<file path="config.mk">
export PLATFORM = sky130hd
export DESIGN_NAME = binary_image_second_order_moments_flat
export DESIGN_NICKNAME = d
export VERILOG_FILES = /design/src/hw/rtl/bimom_pkg.sv /design/src/hw/rtl/bimom_if.sv /design/src/hw/rtl/binary_image_second_order_moments.sv /design/src/flat_wrapper.sv
export SDC_FILE = /design/constraint.sdc
export NUM_CORES = 2
export LEC_CHECK = 0
export BUFFER_PORTS_ARGS = -buffer_cell sky130_fd_sc_hd__buf_2
export CAP_MARGIN = 20
export CORE_UTILIZATION = 50
export DETAILED_ROUTE_END_ITERATION = 7
export GPL_ROUTABILITY_DRIVEN = 0
export PLACE_DENSITY = 0.66
export SETUP_SLACK_MARGIN = 0.2
export SLEW_MARGIN = 10
export SYNTH_ARGS = -nofsm -noshare
export SYNTH_HDL_FRONTEND = slang
export SYNTH_SLANG_ARGS = --single-unit
</file>
<file path="constraint.sdc">
create_clock -name clk -period 44.3 [get_ports clk]
set_input_delay 2.215 -clock clk [delete_from_list [all_inputs] [get_ports clk]]
set_output_delay 2.215 -clock clk [all_outputs]
set_load 0.005 [all_outputs]
</file>
<file path="src/hw/rtl/bimom_pkg.sv">
`timescale 1ns / 1ps

package bimom_pkg;

    localparam int PIX_W   = 8;
    localparam int COUNT_W = 25;
    localparam int SUM1_W  = 36;
    localparam int SUM2_W  = 48;

    typedef logic [PIX_W-1:0]   pix_t;
    typedef logic [COUNT_W-1:0] count_t;
    typedef logic [SUM1_W-1:0]  sum1_t;
    typedef logic [SUM2_W-1:0]  sum2_t;

endpackage

</file>
<file path="src/hw/rtl/bimom_if.sv">
`timescale 1ns / 1ps

interface bimom_pixel_if;
    import bimom_pkg::*;

    logic valid;
    logic ready;
    pix_t pixels;
    logic end_of_row;
    logic end_of_image;

    modport source (output valid, output pixels, output end_of_row, output end_of_image,
                    input ready);
    modport sink (input valid, input pixels, input end_of_row, input end_of_image,
                  output ready);
endinterface

interface bimom_moment_if;
    import bimom_pkg::*;

    logic   valid;
    logic   ready;
    count_t pixel_count;
    sum1_t  sum_x;
    sum1_t  sum_y;
    sum2_t  sum_xx;
    sum2_t  sum_yy;
    sum2_t  sum_xy;

    modport source (output valid, output pixel_count, output sum_x, output sum_y,
                    output sum_xx, output sum_yy, output sum_xy, input ready);
    modport sink (input valid, input pixel_count, input sum_x, input sum_y,
                  input sum_xx, input sum_yy, input sum_xy, output ready);
endinterface

interface bimom_cfg_if;
    logic valid;
    logic ready;
    logic msb_first;

    modport source (output valid, output msb_first, input ready);
    modport sink (input valid, input msb_first, output ready);
endinterface

</file>
<file path="src/hw/rtl/binary_image_second_order_moments.sv">
// Raw moments up to second order of a binary image streamed as bytes of eight pixels.
// One byte is taken per cycle unless stalled, with no gaps across row and image ends.
// Work flows through six register stages (input, per-byte bit sums, byte weighting,
// row accumulation, row-by-y products, image totals), so the moments of an image
// appear on the result channel once its end-of-image byte has passed through them.
// While a result waits to be taken, bytes keep flowing; the input stalls only when
// the next image end reaches the row-product stage before the waiting result is gone.
// Pixels at or beyond column MAX_WIDTH and rows at or beyond MAX_HEIGHT are ignored.
// msb_first sets the leftmost pixel's bit; write it only while idle (unenforced).
`timescale 1ns / 1ps

module binary_image_second_order_moments #(
    parameter int MAX_WIDTH  = 4096,
    parameter int MAX_HEIGHT = 4096
) (
    input  logic                  clk,
    input  logic                  rst_n,
    bimom_pixel_if.sink           pixel_ch,
    bimom_moment_if.source        moment_ch,
    bimom_cfg_if.sink             cfg
);
    import bimom_pkg::*;

    localparam int XW   = $clog2(MAX_WIDTH);
    localparam int CEIL = (MAX_WIDTH + 7) / 8;
    localparam int BCW  = $clog2(CEIL + 1);
    localparam int BW   = BCW + 3;
    localparam int BQW  = 2 * BW;
    localparam int RIW  = $clog2(MAX_HEIGHT + 1);
    localparam int YYW  = 2 * RIW;
    localparam int RCW  = $clog2(MAX_WIDTH + 1);
    localparam int RXW  = 2 * XW;
    localparam int RXXW = 3 * XW;
    localparam int DXW  = XW + 3;
    localparam int DXXW = 2 * XW + 3;

    localparam logic [BW:0]     WIDTH_LIM   = (BW + 1)'(MAX_WIDTH);
    localparam logic [BCW-1:0]  BC_LIM      = BCW'(CEIL);
    localparam logic [BQW-1:0]  BASE_SQ_LIM = BQW'(64'(CEIL * 8) * 64'(CEIL * 8));
    localparam logic [RIW-1:0]  HEIGHT_LIM  = RIW'(MAX_HEIGHT);

    logic advance;

    // configuration
    logic msb_first_reg;

    // input register
    logic       r1_valid_reg;
    pix_t       r1_pixels_reg;
    logic       r1_eor_reg;
    logic       r1_eoi_reg;

    // position state
    logic [BCW-1:0] bc_reg, bc_next;
    logic [BQW-1:0] base_sq_reg, base_sq_next;
    logic [RIW-1:0] row_index_reg, row_index_next;
    logic [YYW-1:0] yy_reg, yy_next;

    // stage 2
    logic            s2_valid_reg;
    logic            s2_eor_reg;
    logic            s2_eoi_reg;
    logic [3:0]      s2_cnt_reg;
    logic [4:0]      s2_sp_reg;
    logic [7:0]      s2_spp_reg;
    logic [XW-1:0]   s2_base_reg;
    logic [2*XW-1:0] s2_base_sq_reg;
    logic [RIW-1:0]  s2_y_reg;
    logic [YYW-1:0]  s2_yy_reg;

    // stage 3
    logic            s3_valid_reg;
    logic            s3_eor_reg;
    logic            s3_eoi_reg;
    logic [3:0]      s3_dc_reg;
    logic [DXW-1:0]  s3_dx_reg;
    logic [DXXW-1:0] s3_dxx_reg;
    logic [RIW-1:0]  s3_y_reg;
    logic [YYW-1:0]  s3_yy_reg;

    // row sums
    logic [RCW-1:0]  row_count_reg, row_count_next;
    logic [RXW-1:0]  row_xsum_reg, row_xsum_next;
    logic [RXXW-1:0] row_xxsum_reg, row_xxsum_next;

    // stage 4: finished row
    logic            s4_valid_reg;
    logic            s4_eor_reg;
    logic            s4_eoi_reg;
    logic [RCW-1:0]  s4_count_reg;
    logic [RXW-1:0]  s4_x_reg;
    logic [RXXW-1:0] s4_xx_reg;
    logic [RIW-1:0]  s4_y_reg;
    logic [YYW-1:0]  s4_yy_reg;

    // stage 5: row products
    logic            s5_valid_reg;
    logic            s5_eor_reg;
    logic            s5_eoi_reg;
    logic [RCW-1:0]  s5_count_reg;
    logic [RXW-1:0]  s5_x_reg;
    logic [RXXW-1:0] s5_xx_reg;
    sum1_t           s5_py_reg;
    sum2_t           s5_pyy_reg;
    sum2_t           s5_pxy_reg;

    // image totals
    count_t total_count_reg, total_count_next;
    sum1_t  total_x_reg, total_x_next;
    sum1_t  total_y_reg, total_y_next;
    sum2_t  total_xx_reg, total_xx_next;
    sum2_t  total_yy_reg, total_yy_next;
    sum2_t  total_xy_reg, total_xy_next;

    // result register
    logic   out_valid_reg;
    count_t out_count_reg;
    sum1_t  out_x_reg;
    sum1_t  out_y_reg;
    sum2_t  out_xx_reg;
    sum2_t  out_yy_reg;
    sum2_t  out_xy_reg;

    assign advance = !(s5_valid_reg && s5_eoi_reg && out_valid_reg && !moment_ch.ready);

    assign pixel_ch.ready = advance;
    assign cfg.ready      = 1'b1;

    assign moment_ch.valid       = out_valid_reg;
    assign moment_ch.pixel_count = out_count_reg;
    assign moment_ch.sum_x       = out_x_reg;
    assign moment_ch.sum_y       = out_y_reg;
    assign moment_ch.sum_xx      = out_xx_reg;
    assign moment_ch.sum_yy      = out_yy_reg;
    assign moment_ch.sum_xy      = out_xy_reg;

    // stage 1: masked bit sums of one byte
    logic [BW-1:0] base;
    logic          in_rows;
    logic [3:0]    cnt_c;
    logic [4:0]    sp_c;
    logic [7:0]    spp_c;
    logic          wrap_col;

    always_comb
    begin
        logic bit_on;
        logic x_ok;
        base    = {bc_reg, 3'b000};
        in_rows = row_index_reg < HEIGHT_LIM;
        cnt_c   = '0;
        sp_c    = '0;
        spp_c   = '0;
        for (int p = 0; p < 8; p++)
        begin
            bit_on = msb_first_reg ? r1_pixels_reg[7 - p] : r1_pixels_reg[p];
            x_ok   = ((BW + 1)'(base) + (BW + 1)'(p)) < WIDTH_LIM;
            if (bit_on && x_ok && in_rows)
            begin
                cnt_c = cnt_c + 4'd1;
                sp_c  = sp_c + 5'(p);
                spp_c = spp_c + 8'(p * p);
            end
        end
        wrap_col = !(((BW + 1)'(base) + (BW + 1)'(8)) < WIDTH_LIM);
    end

    always_comb
    begin
        bc_next        = bc_reg;
        base_sq_next   = base_sq_reg;
        row_index_next = row_index_reg;
        yy_next        = yy_reg;
        if (r1_eor_reg)
        begin
            bc_next      = '0;
            base_sq_next = '0;
        end
        else if (wrap_col)
        begin
            bc_next      = BC_LIM;
            base_sq_next = BASE_SQ_LIM;
        end
        else
        begin
            bc_next      = bc_reg + BCW'(1);
            base_sq_next = base_sq_reg + BQW'({base, 4'b0000}) + BQW'(64);
        end
        if (r1_eoi_reg)
        begin
            row_index_next = '0;
            yy_next        = '0;
        end
        else if (r1_eor_reg && in_rows)
        begin
            row_index_next = row_index_reg + RIW'(1);
            yy_next        = yy_reg + YYW'({row_index_reg, 1'b1});
        end
    end

    // stage 2: weight bit sums by byte position
    logic [DXW-1:0]  dx_c;
    logic [DXXW-1:0] dxx_c;

    always_comb
    begin
        dx_c  = DXW'(DXW'(s2_cnt_reg) * DXW'(s2_base_reg)) + DXW'(s2_sp_reg);
        dxx_c = DXXW'(DXXW'(s2_cnt_reg) * DXXW'(s2_base_sq_reg))
              + DXXW'({DXXW'(DXXW'(s2_base_reg) * DXXW'(s2_sp_reg)), 1'b0})
              + DXXW'(s2_spp_reg);
    end

    // stage 3: row accumulation
    always_comb
    begin
        row_count_next = row_count_reg + RCW'(s3_dc_reg);
        row_xsum_next  = row_xsum_reg + RXW'(s3_dx_reg);
        row_xxsum_next = row_xxsum_reg + RXXW'(s3_dxx_reg);
    end

    // stage 5: image totals
    always_comb
    begin
        total_count_next = total_count_reg;
        total_x_next     = total_x_reg;
        total_y_next     = total_y_reg;
        total_xx_next    = total_xx_reg;
        total_yy_next    = total_yy_reg;
        total_xy_next    = total_xy_reg;
        if (s5_eor_reg)
        begin
            total_count_next = total_count_reg + COUNT_W'(s5_count_reg);
            total_x_next     = total_x_reg + SUM1_W'(s5_x_reg);
            total_y_next     = total_y_reg + s5_py_reg;
            total_xx_next    = total_xx_reg + SUM2_W'(s5_xx_reg);
            total_yy_next    = total_yy_reg + s5_pyy_reg;
            total_xy_next    = total_xy_reg + s5_pxy_reg;
        end
    end

    // control and accumulator state
    always_ff @(posedge clk or negedge rst_n)
    begin
        if (!rst_n)
        begin
            msb_first_reg   <= 1'b0;
            r1_valid_reg    <= 1'b0;
            s2_valid_reg    <= 1'b0;
            s3_valid_reg    <= 1'b0;
            s4_valid_reg    <= 1'b0;
            s5_valid_reg    <= 1'b0;
            out_valid_reg   <= 1'b0;
            bc_reg          <= '0;
            base_sq_reg     <= '0;
            row_index_reg   <= '0;
            yy_reg          <= '0;
            row_count_reg   <= '0;
            row_xsum_reg    <= '0;
            row_xxsum_reg   <= '0;
            total_count_reg <= '0;
            total_x_reg     <= '0;
            total_y_reg     <= '0;
            total_xx_reg    <= '0;
            total_yy_reg    <= '0;
            total_xy_reg    <= '0;
        end
        else
        begin
            if (cfg.valid)
            begin
                msb_first_reg <= cfg.msb_first;
            end
            if (advance && s5_valid_reg && s5_eoi_reg)
            begin
                out_valid_reg <= 1'b1;
            end
            else if (moment_ch.ready)
            begin
                out_valid_reg <= 1'b0;
            end
            if (advance)
            begin
                r1_valid_reg <= pixel_ch.valid;
                s2_valid_reg <= r1_valid_reg;
                s3_valid_reg <= s2_valid_reg;
                s4_valid_reg <= s3_valid_reg;
                s5_valid_reg <= s4_valid_reg;
                if (r1_valid_reg)
                begin
                    bc_reg        <= bc_next;
                    base_sq_reg   <= base_sq_next;
                    row_index_reg <= row_index_next;
                    yy_reg        <= yy_next;
                end
                if (s3_valid_reg)
                begin
                    if (s3_eor_reg)
                    begin
                        row_count_reg <= '0;
                        row_xsum_reg  <= '0;
                        row_xxsum_reg <= '0;
                    end
                    else
                    begin
                        row_count_reg <= row_count_next;
                        row_xsum_reg  <= row_xsum_next;
                        row_xxsum_reg <= row_xxsum_next;
                    end
                end
                if (s5_valid_reg)
                begin
                    if (s5_eoi_reg)
                    begin
                        total_count_reg <= '0;
                        total_x_reg     <= '0;
                        total_y_reg     <= '0;
                        total_xx_reg    <= '0;
                        total_yy_reg    <= '0;
                        total_xy_reg    <= '0;
                    end
                    else
                    begin
                        total_count_reg <= total_count_next;
                        total_x_reg     <= total_x_next;
                        total_y_reg     <= total_y_next;
                        total_xx_reg    <= total_xx_next;
                        total_yy_reg    <= total_yy_next;
                        total_xy_reg    <= total_xy_next;
                    end
                end
            end
        end
    end

    // pipeline payload
    always_ff @(posedge clk)
    begin
        if (advance)
        begin
            r1_pixels_reg <= pixel_ch.pixels;
            r1_eor_reg    <= pixel_ch.end_of_row | pixel_ch.end_of_image;
            r1_eoi_reg    <= pixel_ch.end_of_image;

            s2_eor_reg     <= r1_eor_reg;
            s2_eoi_reg     <= r1_eoi_reg;
            s2_cnt_reg     <= cnt_c;
            s2_sp_reg      <= sp_c;
            s2_spp_reg     <= spp_c;
            s2_base_reg    <= XW'(base);
            s2_base_sq_reg <= (2 * XW)'(base_sq_reg);
            s2_y_reg       <= row_index_reg;
            s2_yy_reg      <= yy_reg;

            s3_eor_reg <= s2_eor_reg;
            s3_eoi_reg <= s2_eoi_reg;
            s3_dc_reg  <= s2_cnt_reg;
            s3_dx_reg  <= dx_c;
            s3_dxx_reg <= dxx_c;
            s3_y_reg   <= s2_y_reg;
            s3_yy_reg  <= s2_yy_reg;

            s4_eor_reg   <= s3_eor_reg;
            s4_eoi_reg   <= s3_eoi_reg;
            s4_count_reg <= row_count_next;
            s4_x_reg     <= row_xsum_next;
            s4_xx_reg    <= row_xxsum_next;
            s4_y_reg     <= s3_y_reg;
            s4_yy_reg    <= s3_yy_reg;

            s5_eor_reg   <= s4_eor_reg;
            s5_eoi_reg   <= s4_eoi_reg;
            s5_count_reg <= s4_count_reg;
            s5_x_reg     <= s4_x_reg;
            s5_xx_reg    <= s4_xx_reg;
            s5_py_reg    <= SUM1_W'(SUM1_W'(s4_count_reg) * SUM1_W'(s4_y_reg));
            s5_pyy_reg   <= SUM2_W'(SUM2_W'(s4_count_reg) * SUM2_W'(s4_yy_reg));
            s5_pxy_reg   <= SUM2_W'(SUM2_W'(s4_x_reg) * SUM2_W'(s4_y_reg));

            if (s5_valid_reg && s5_eoi_reg)
            begin
                out_count_reg <= total_count_next;
                out_x_reg     <= total_x_next;
                out_y_reg     <= total_y_next;
                out_xx_reg    <= total_xx_next;
                out_yy_reg    <= total_yy_next;
                out_xy_reg    <= total_xy_next;
            end
        end
    end

    // incremental squares track their positions
    a_base_sq: assert property (@(posedge clk) disable iff (!rst_n)
        base_sq_reg == BQW'(BQW'(base) * BQW'(base)))
        else $error("base square out of step with byte column");

    a_row_sq: assert property (@(posedge clk) disable iff (!rst_n)
        yy_reg == YYW'(YYW'(row_index_reg) * YYW'(row_index_reg)))
        else $error("row square out of step with row index");

    a_limits: assert property (@(posedge clk) disable iff (!rst_n)
        bc_reg <= BC_LIM && row_index_reg <= HEIGHT_LIM)
        else $error("position beyond its limit");

    a_image_clear: assert property (@(posedge clk) disable iff (!rst_n)
        (advance && r1_valid_reg && r1_eoi_reg) |=> (bc_reg == '0 && row_index_reg == '0))
        else $error("position not cleared after image end");

endmodule

</file>
<file path="src/flat_wrapper.sv">
// flat-port wrapper written by rule: the top's interface ports become plain ports
module binary_image_second_order_moments_flat import bimom_pkg::*;
#(
    parameter int MAX_WIDTH  = 4096,
    parameter int MAX_HEIGHT = 4096
)
  (clk, rst_n, pixel_ch_valid, pixel_ch_pixels, pixel_ch_end_of_row, pixel_ch_end_of_image, pixel_ch_ready, moment_ch_valid, moment_ch_pixel_count, moment_ch_sum_x, moment_ch_sum_y, moment_ch_sum_xx, moment_ch_sum_yy, moment_ch_sum_xy, moment_ch_ready, cfg_valid, cfg_msb_first, cfg_ready);
  bimom_pixel_if pixel_ch_i ();
  bimom_moment_if moment_ch_i ();
  bimom_cfg_if cfg_i ();
  input  logic clk;
  input  logic rst_n;
  input wire logic [$bits(pixel_ch_i.valid)-1:0] pixel_ch_valid;
  input wire logic [$bits(pixel_ch_i.pixels)-1:0] pixel_ch_pixels;
  input wire logic [$bits(pixel_ch_i.end_of_row)-1:0] pixel_ch_end_of_row;
  input wire logic [$bits(pixel_ch_i.end_of_image)-1:0] pixel_ch_end_of_image;
  output wire logic [$bits(pixel_ch_i.ready)-1:0] pixel_ch_ready;
  output wire logic [$bits(moment_ch_i.valid)-1:0] moment_ch_valid;
  output wire logic [$bits(moment_ch_i.pixel_count)-1:0] moment_ch_pixel_count;
  output wire logic [$bits(moment_ch_i.sum_x)-1:0] moment_ch_sum_x;
  output wire logic [$bits(moment_ch_i.sum_y)-1:0] moment_ch_sum_y;
  output wire logic [$bits(moment_ch_i.sum_xx)-1:0] moment_ch_sum_xx;
  output wire logic [$bits(moment_ch_i.sum_yy)-1:0] moment_ch_sum_yy;
  output wire logic [$bits(moment_ch_i.sum_xy)-1:0] moment_ch_sum_xy;
  input wire logic [$bits(moment_ch_i.ready)-1:0] moment_ch_ready;
  input wire logic [$bits(cfg_i.valid)-1:0] cfg_valid;
  input wire logic [$bits(cfg_i.msb_first)-1:0] cfg_msb_first;
  output wire logic [$bits(cfg_i.ready)-1:0] cfg_ready;
  assign pixel_ch_i.valid = pixel_ch_valid;
  assign pixel_ch_i.pixels = pixel_ch_pixels;
  assign pixel_ch_i.end_of_row = pixel_ch_end_of_row;
  assign pixel_ch_i.end_of_image = pixel_ch_end_of_image;
  assign pixel_ch_ready = pixel_ch_i.ready;
  assign moment_ch_valid = moment_ch_i.valid;
  assign moment_ch_pixel_count = moment_ch_i.pixel_count;
  assign moment_ch_sum_x = moment_ch_i.sum_x;
  assign moment_ch_sum_y = moment_ch_i.sum_y;
  assign moment_ch_sum_xx = moment_ch_i.sum_xx;
  assign moment_ch_sum_yy = moment_ch_i.sum_yy;
  assign moment_ch_sum_xy = moment_ch_i.sum_xy;
  assign moment_ch_i.ready = moment_ch_ready;
  assign cfg_i.valid = cfg_valid;
  assign cfg_i.msb_first = cfg_msb_first;
  assign cfg_ready = cfg_i.ready;
  binary_image_second_order_moments #(.MAX_WIDTH(MAX_WIDTH), .MAX_HEIGHT(MAX_HEIGHT)) u_core (.clk(clk), .rst_n(rst_n), .pixel_ch(pixel_ch_i), .moment_ch(moment_ch_i), .cfg(cfg_i));
endmodule
</file>
==> flow_summary.json <==
{
  "status": "complete, no violations",
  "reg2reg_to": "u_core.s3_dxx_reg[26]$_DFFE_PN_",
  "grt_pass1_vias": 58990,
  "yosysMostFrequentCell": "nand2_1",
  "async_flop_share": 0.3527,
  "power_frac_seq": 0.333,
  "instances_no_fill": 10310,
  "final.setup_skew_ns": 0.09017,
  "reg2regPathDepth": 29,
  "syn2layout_area_growth_pct": 9.125,
  "power.share.switching": 0.4269,
  "setup_tns_ns": 0,
  "clock_latency_ns": 0.78,
  "setup_violations": 0,
  "grt-ovfl-total": 0,
  "finalWorstSetupSlack_ns": 36.65,
  "dp.final_hpwl_microns": 151800,
  "cp_common_cell": "fa_1",
  "ys_types": 96,
  "pwr_density_cell_nw_per_um2": 63.83,
  "reg2reg_from": "u_core.s2_base_reg[5]$_DFFE_PN_",
  "max_stage_delay_ns": 0.57,
  "die_h_microns": 411.6,
  "synth_area_leaders": "edfxtp_1 25%, fa_1 17%, dfrtp_1 12%",
  "ant_nets": 0,
  "num_rows": 149,
  "dp_cells": 10080,
  "endpoint_kind": "flop",
  "fmax_ghz": 0.1307,
  "crit_path_start_kind": "flop",
  "ys_seq_elements": 1100,
  "cts_tree": "built",
  "yosysTopAreaCell": "edfxtp_1",
  "postPlaceCellArea_sq_um": 87290,
  "grt_pass1_wl_microns": 330700,
  "crit_arrival_ns": 8.15,
  "synth-edff-count": 712,
  "slew_headroom": 0.1902,
  "ctsRootBufferMaster": "clkbuf_16",
  "cpLargestDelayFamily": "adder cells",
  "syn-cell-area_sq_um": 83870,
  "clkPwrFrac": 0.183,
  "p_int_mw": 3.348,
  "num_io_pins": 260,
  "fin_crit_sh": 0.1727,
  "crit_buf_inv": 3,
  "hold_viol": 0,
  "finalWirelength_microns": 208000,
  "maxSlewViolCount": 0,
  "p_leak_nw": 42.37,
  "synth.top_cells.by_count": "1008 x nand2_1, 819 x inv_1, 725 x fa_1",
  "ctsHoldBuffers": 0,
  "regToRegSetupSlack_ns": 36.65,
  "peakVddDrop_mv": 0.04206,
  "ys_seq_area_frac": 0.3707,
  "core_sq_um": 165700,
  "min_period_ns": 7.649,
  "wl_per_cell_microns": 20.19,
  "crit_path_end": "u_core.s3_dxx_reg[26]$_DFFE_PN_",
  "dp_slack_ns": 36.68,
  "rsz0062_at_grt": "false",
  "drc_errors": 0,
  "start_util": 0.5061,
  "p_sw_mw": 2.494,
  "grt_max_degree": 138,
  "port_buffers": 258,
  "vias_per_cell": 5.707,
  "synth_top_area_frac": 0.2549,
  "fin_nets": 9346,
  "path_class": "flop to flop",
  "track_usage": 0.2471,
  "drv_cap": 0,
  "crit_slowest_cell": "fa_1",
  "drive_above_1_share": 0.09057,
  "ctsLongestPathBuffers": 3,
  "final_area_sq_um": 91530,
  "synth_flop_cell": "edfxtp_1",
  "postCtsResizedCells": 0,
  "drt_first_pass_iters": 6,
  "worst_setup_hold_path_clk_slew_ns": 0.06,
  "worstPathRequired_ns": 44.80,
  "path_max_fanout": 9,
  "cts_max_level": 3,
  "antenna_found_initial": 14,
  "synthCells": 7891,
  "cts_inserted_buffers": 117,
  "die_area_sq_um": 169400,
  "num_vias": 58810,
  "min-delay-path-class": "flop to flop",
  "worst_pin_slew_ns": 1.215,
  "yosysWarnings": 0,
  "cts_setup_buffers": 0,
  "crit_start": "u_core.s2_base_reg[5]$_DFFE_PN_",
  "fp.dieW_microns": 411.6,
  "cts_num_sinks": 1100,
  "p_comb_frac": 0.484,
  "cp_num_cells": 29,
  "drt-initial-drc-count": 4827,
  "avgSynthCellArea_sq_um": 10.63
}
[power groups by stage]
stage | Clock [mW] | Sequential, mW | Combinational (mW)
floorplan | 0 | 1.83 | 2.01
global placement | 0 | 1.95 | 2.74
finish | 1.07 | 1.95 | 2.83
global route | 1.12 | 1.98 | 3.16
CTS | 1.09 | 1.94 | 2.83
detailed placement | 0 | 1.96 | 2.80
[through the flow]
step / power [mW] / hold WS [ns] / utilization
6_report: 5.842 / 0.3688 / 0.5522
5_1_grt: 6.260 / 0.3662 / 0.5522
4_1_cts: 5.862 / 0.3642 / 0.5521
3_5_place_dp: 4.756 / 0.4045 / 0.5267
3_3_place_gp: 4.690 / 0.4004 / 0.5267
2_1_floorplan: 3.840 / 0.4003 / -
[how the worst min path moves through the flow]
stage | cells past startpoint | slack [ns] | to | from
after floorplan | 0 | 0.40 | u_core.s3_dxx_reg[1]$_DFFE_PN_ | u_core.s2_spp_reg[1]$_DFFE_PN_
after global placement | 0 | 0.40 | u_core.s3_yy_reg[22]$_DFFE_PN_ | u_core.s2_yy_reg[22]$_DFFE_PN_
after detailed placement | 0 | 0.40 | u_core.s3_y_reg[12]$_DFFE_PN_ | u_core.s2_y_reg[12]$_DFFE_PN_
after CTS | 0 | 0.36 | u_core.s3_eor_reg$_DFFE_PN_ | u_core.s2_eor_reg$_DFFE_PN_
after global routing | 0 | 0.37 | u_core.s3_eor_reg$_DFFE_PN_ | u_core.s2_eor_reg$_DFFE_PN_
final | 0 | 0.37 | u_core.s3_eor_reg$_DFFE_PN_ | u_core.s2_eor_reg$_DFFE_PN_
[per-layer routing]
| metal | wire, microns | GRT usage | vias up |
|---|---|---|---|
| li1 | - | - | 27130 |
| met1 | 93150 | 0.3519 | 29380 |
| met2 | 95360 | 0.3955 | 1942 |
| met3 | 13760 | 0.03475 | 344 |
| met4 | 5731 | 0.06666 | 4 |
| met5 | 27 | 0 | - |
[area by class of cell]
cell class	instances	area (sq um)
diodes	1	2.502
clock buffers	143	3169
clock inverters	80	1050
fillers	14010	74210
inverters	821	3089
multi-input cells	5639	48480
flip-flops and latches	1100	31090
well taps	2189	2739
repair buffers	332	1907
[worst register-to-register path, delay by kind of cell (launching register included)]
family	cells	cell delay, ns
DFF	1	0.51
and+or+nand+nor	4	0.65
xor gates and xnor gates	2	0.22
adders and majority gates	8	3.43
buffers and inverters	3	0.15
AOI/OAI and AO/OA	12	2.44
[layout by cell type, fill, tap and decap left out, types with 15 or more instances in the layout]
master and instances:
nor3b_1 22, a21oi_1 340, o21ai_0 313, ha_1 594, edfxtp_1 712, a22o_1 204
nand3b_1 25, dfrtp_1 387, xnor2_1 325, or3_1 31, a21o_1 185, xor2_1 160
a221o_1 16, fa_1 725, nand3_1 125, bufinv_16 20, inv_1 818, o31ai_1 40
and3_1 68, buf_2 257, nor2b_1 53, mux2_2 158, nor2_1 278, nor3_1 58
a31oi_1 49, clkinv_1 16, and2_1 378, nand4_1 36, o21a_1 48, nand2_1 1006
o21bai_1 46, buf_4 70, clkinv_2 19, clkbuf_1 15, a211o_1 18, clkbuf_16 120
a211oi_1 35, mux2i_1 19, nand2b_1 38
[cells by family (layout without fill, tap and decap cells)]
kind of cell | after synthesis | in the layout | share of synthesized area
AOI/OAI and AO/OA | 1463 | 1463 | 0.1177
xor gates and xnor gates | 487 | 487 | 0.05103
adders and majority gates | 1319 | 1319 | 0.2617
buffers and inverters | 1163 | 1376 | 0.05230
DFF | 1100 | 1100 | 0.3707
muxes | 178 | 178 | 0.02361
other | 2 | 14 | 0.00008954
and+or+nand+nor | 2179 | 2179 | 0.1229
(Power assumes the default switching activity.)
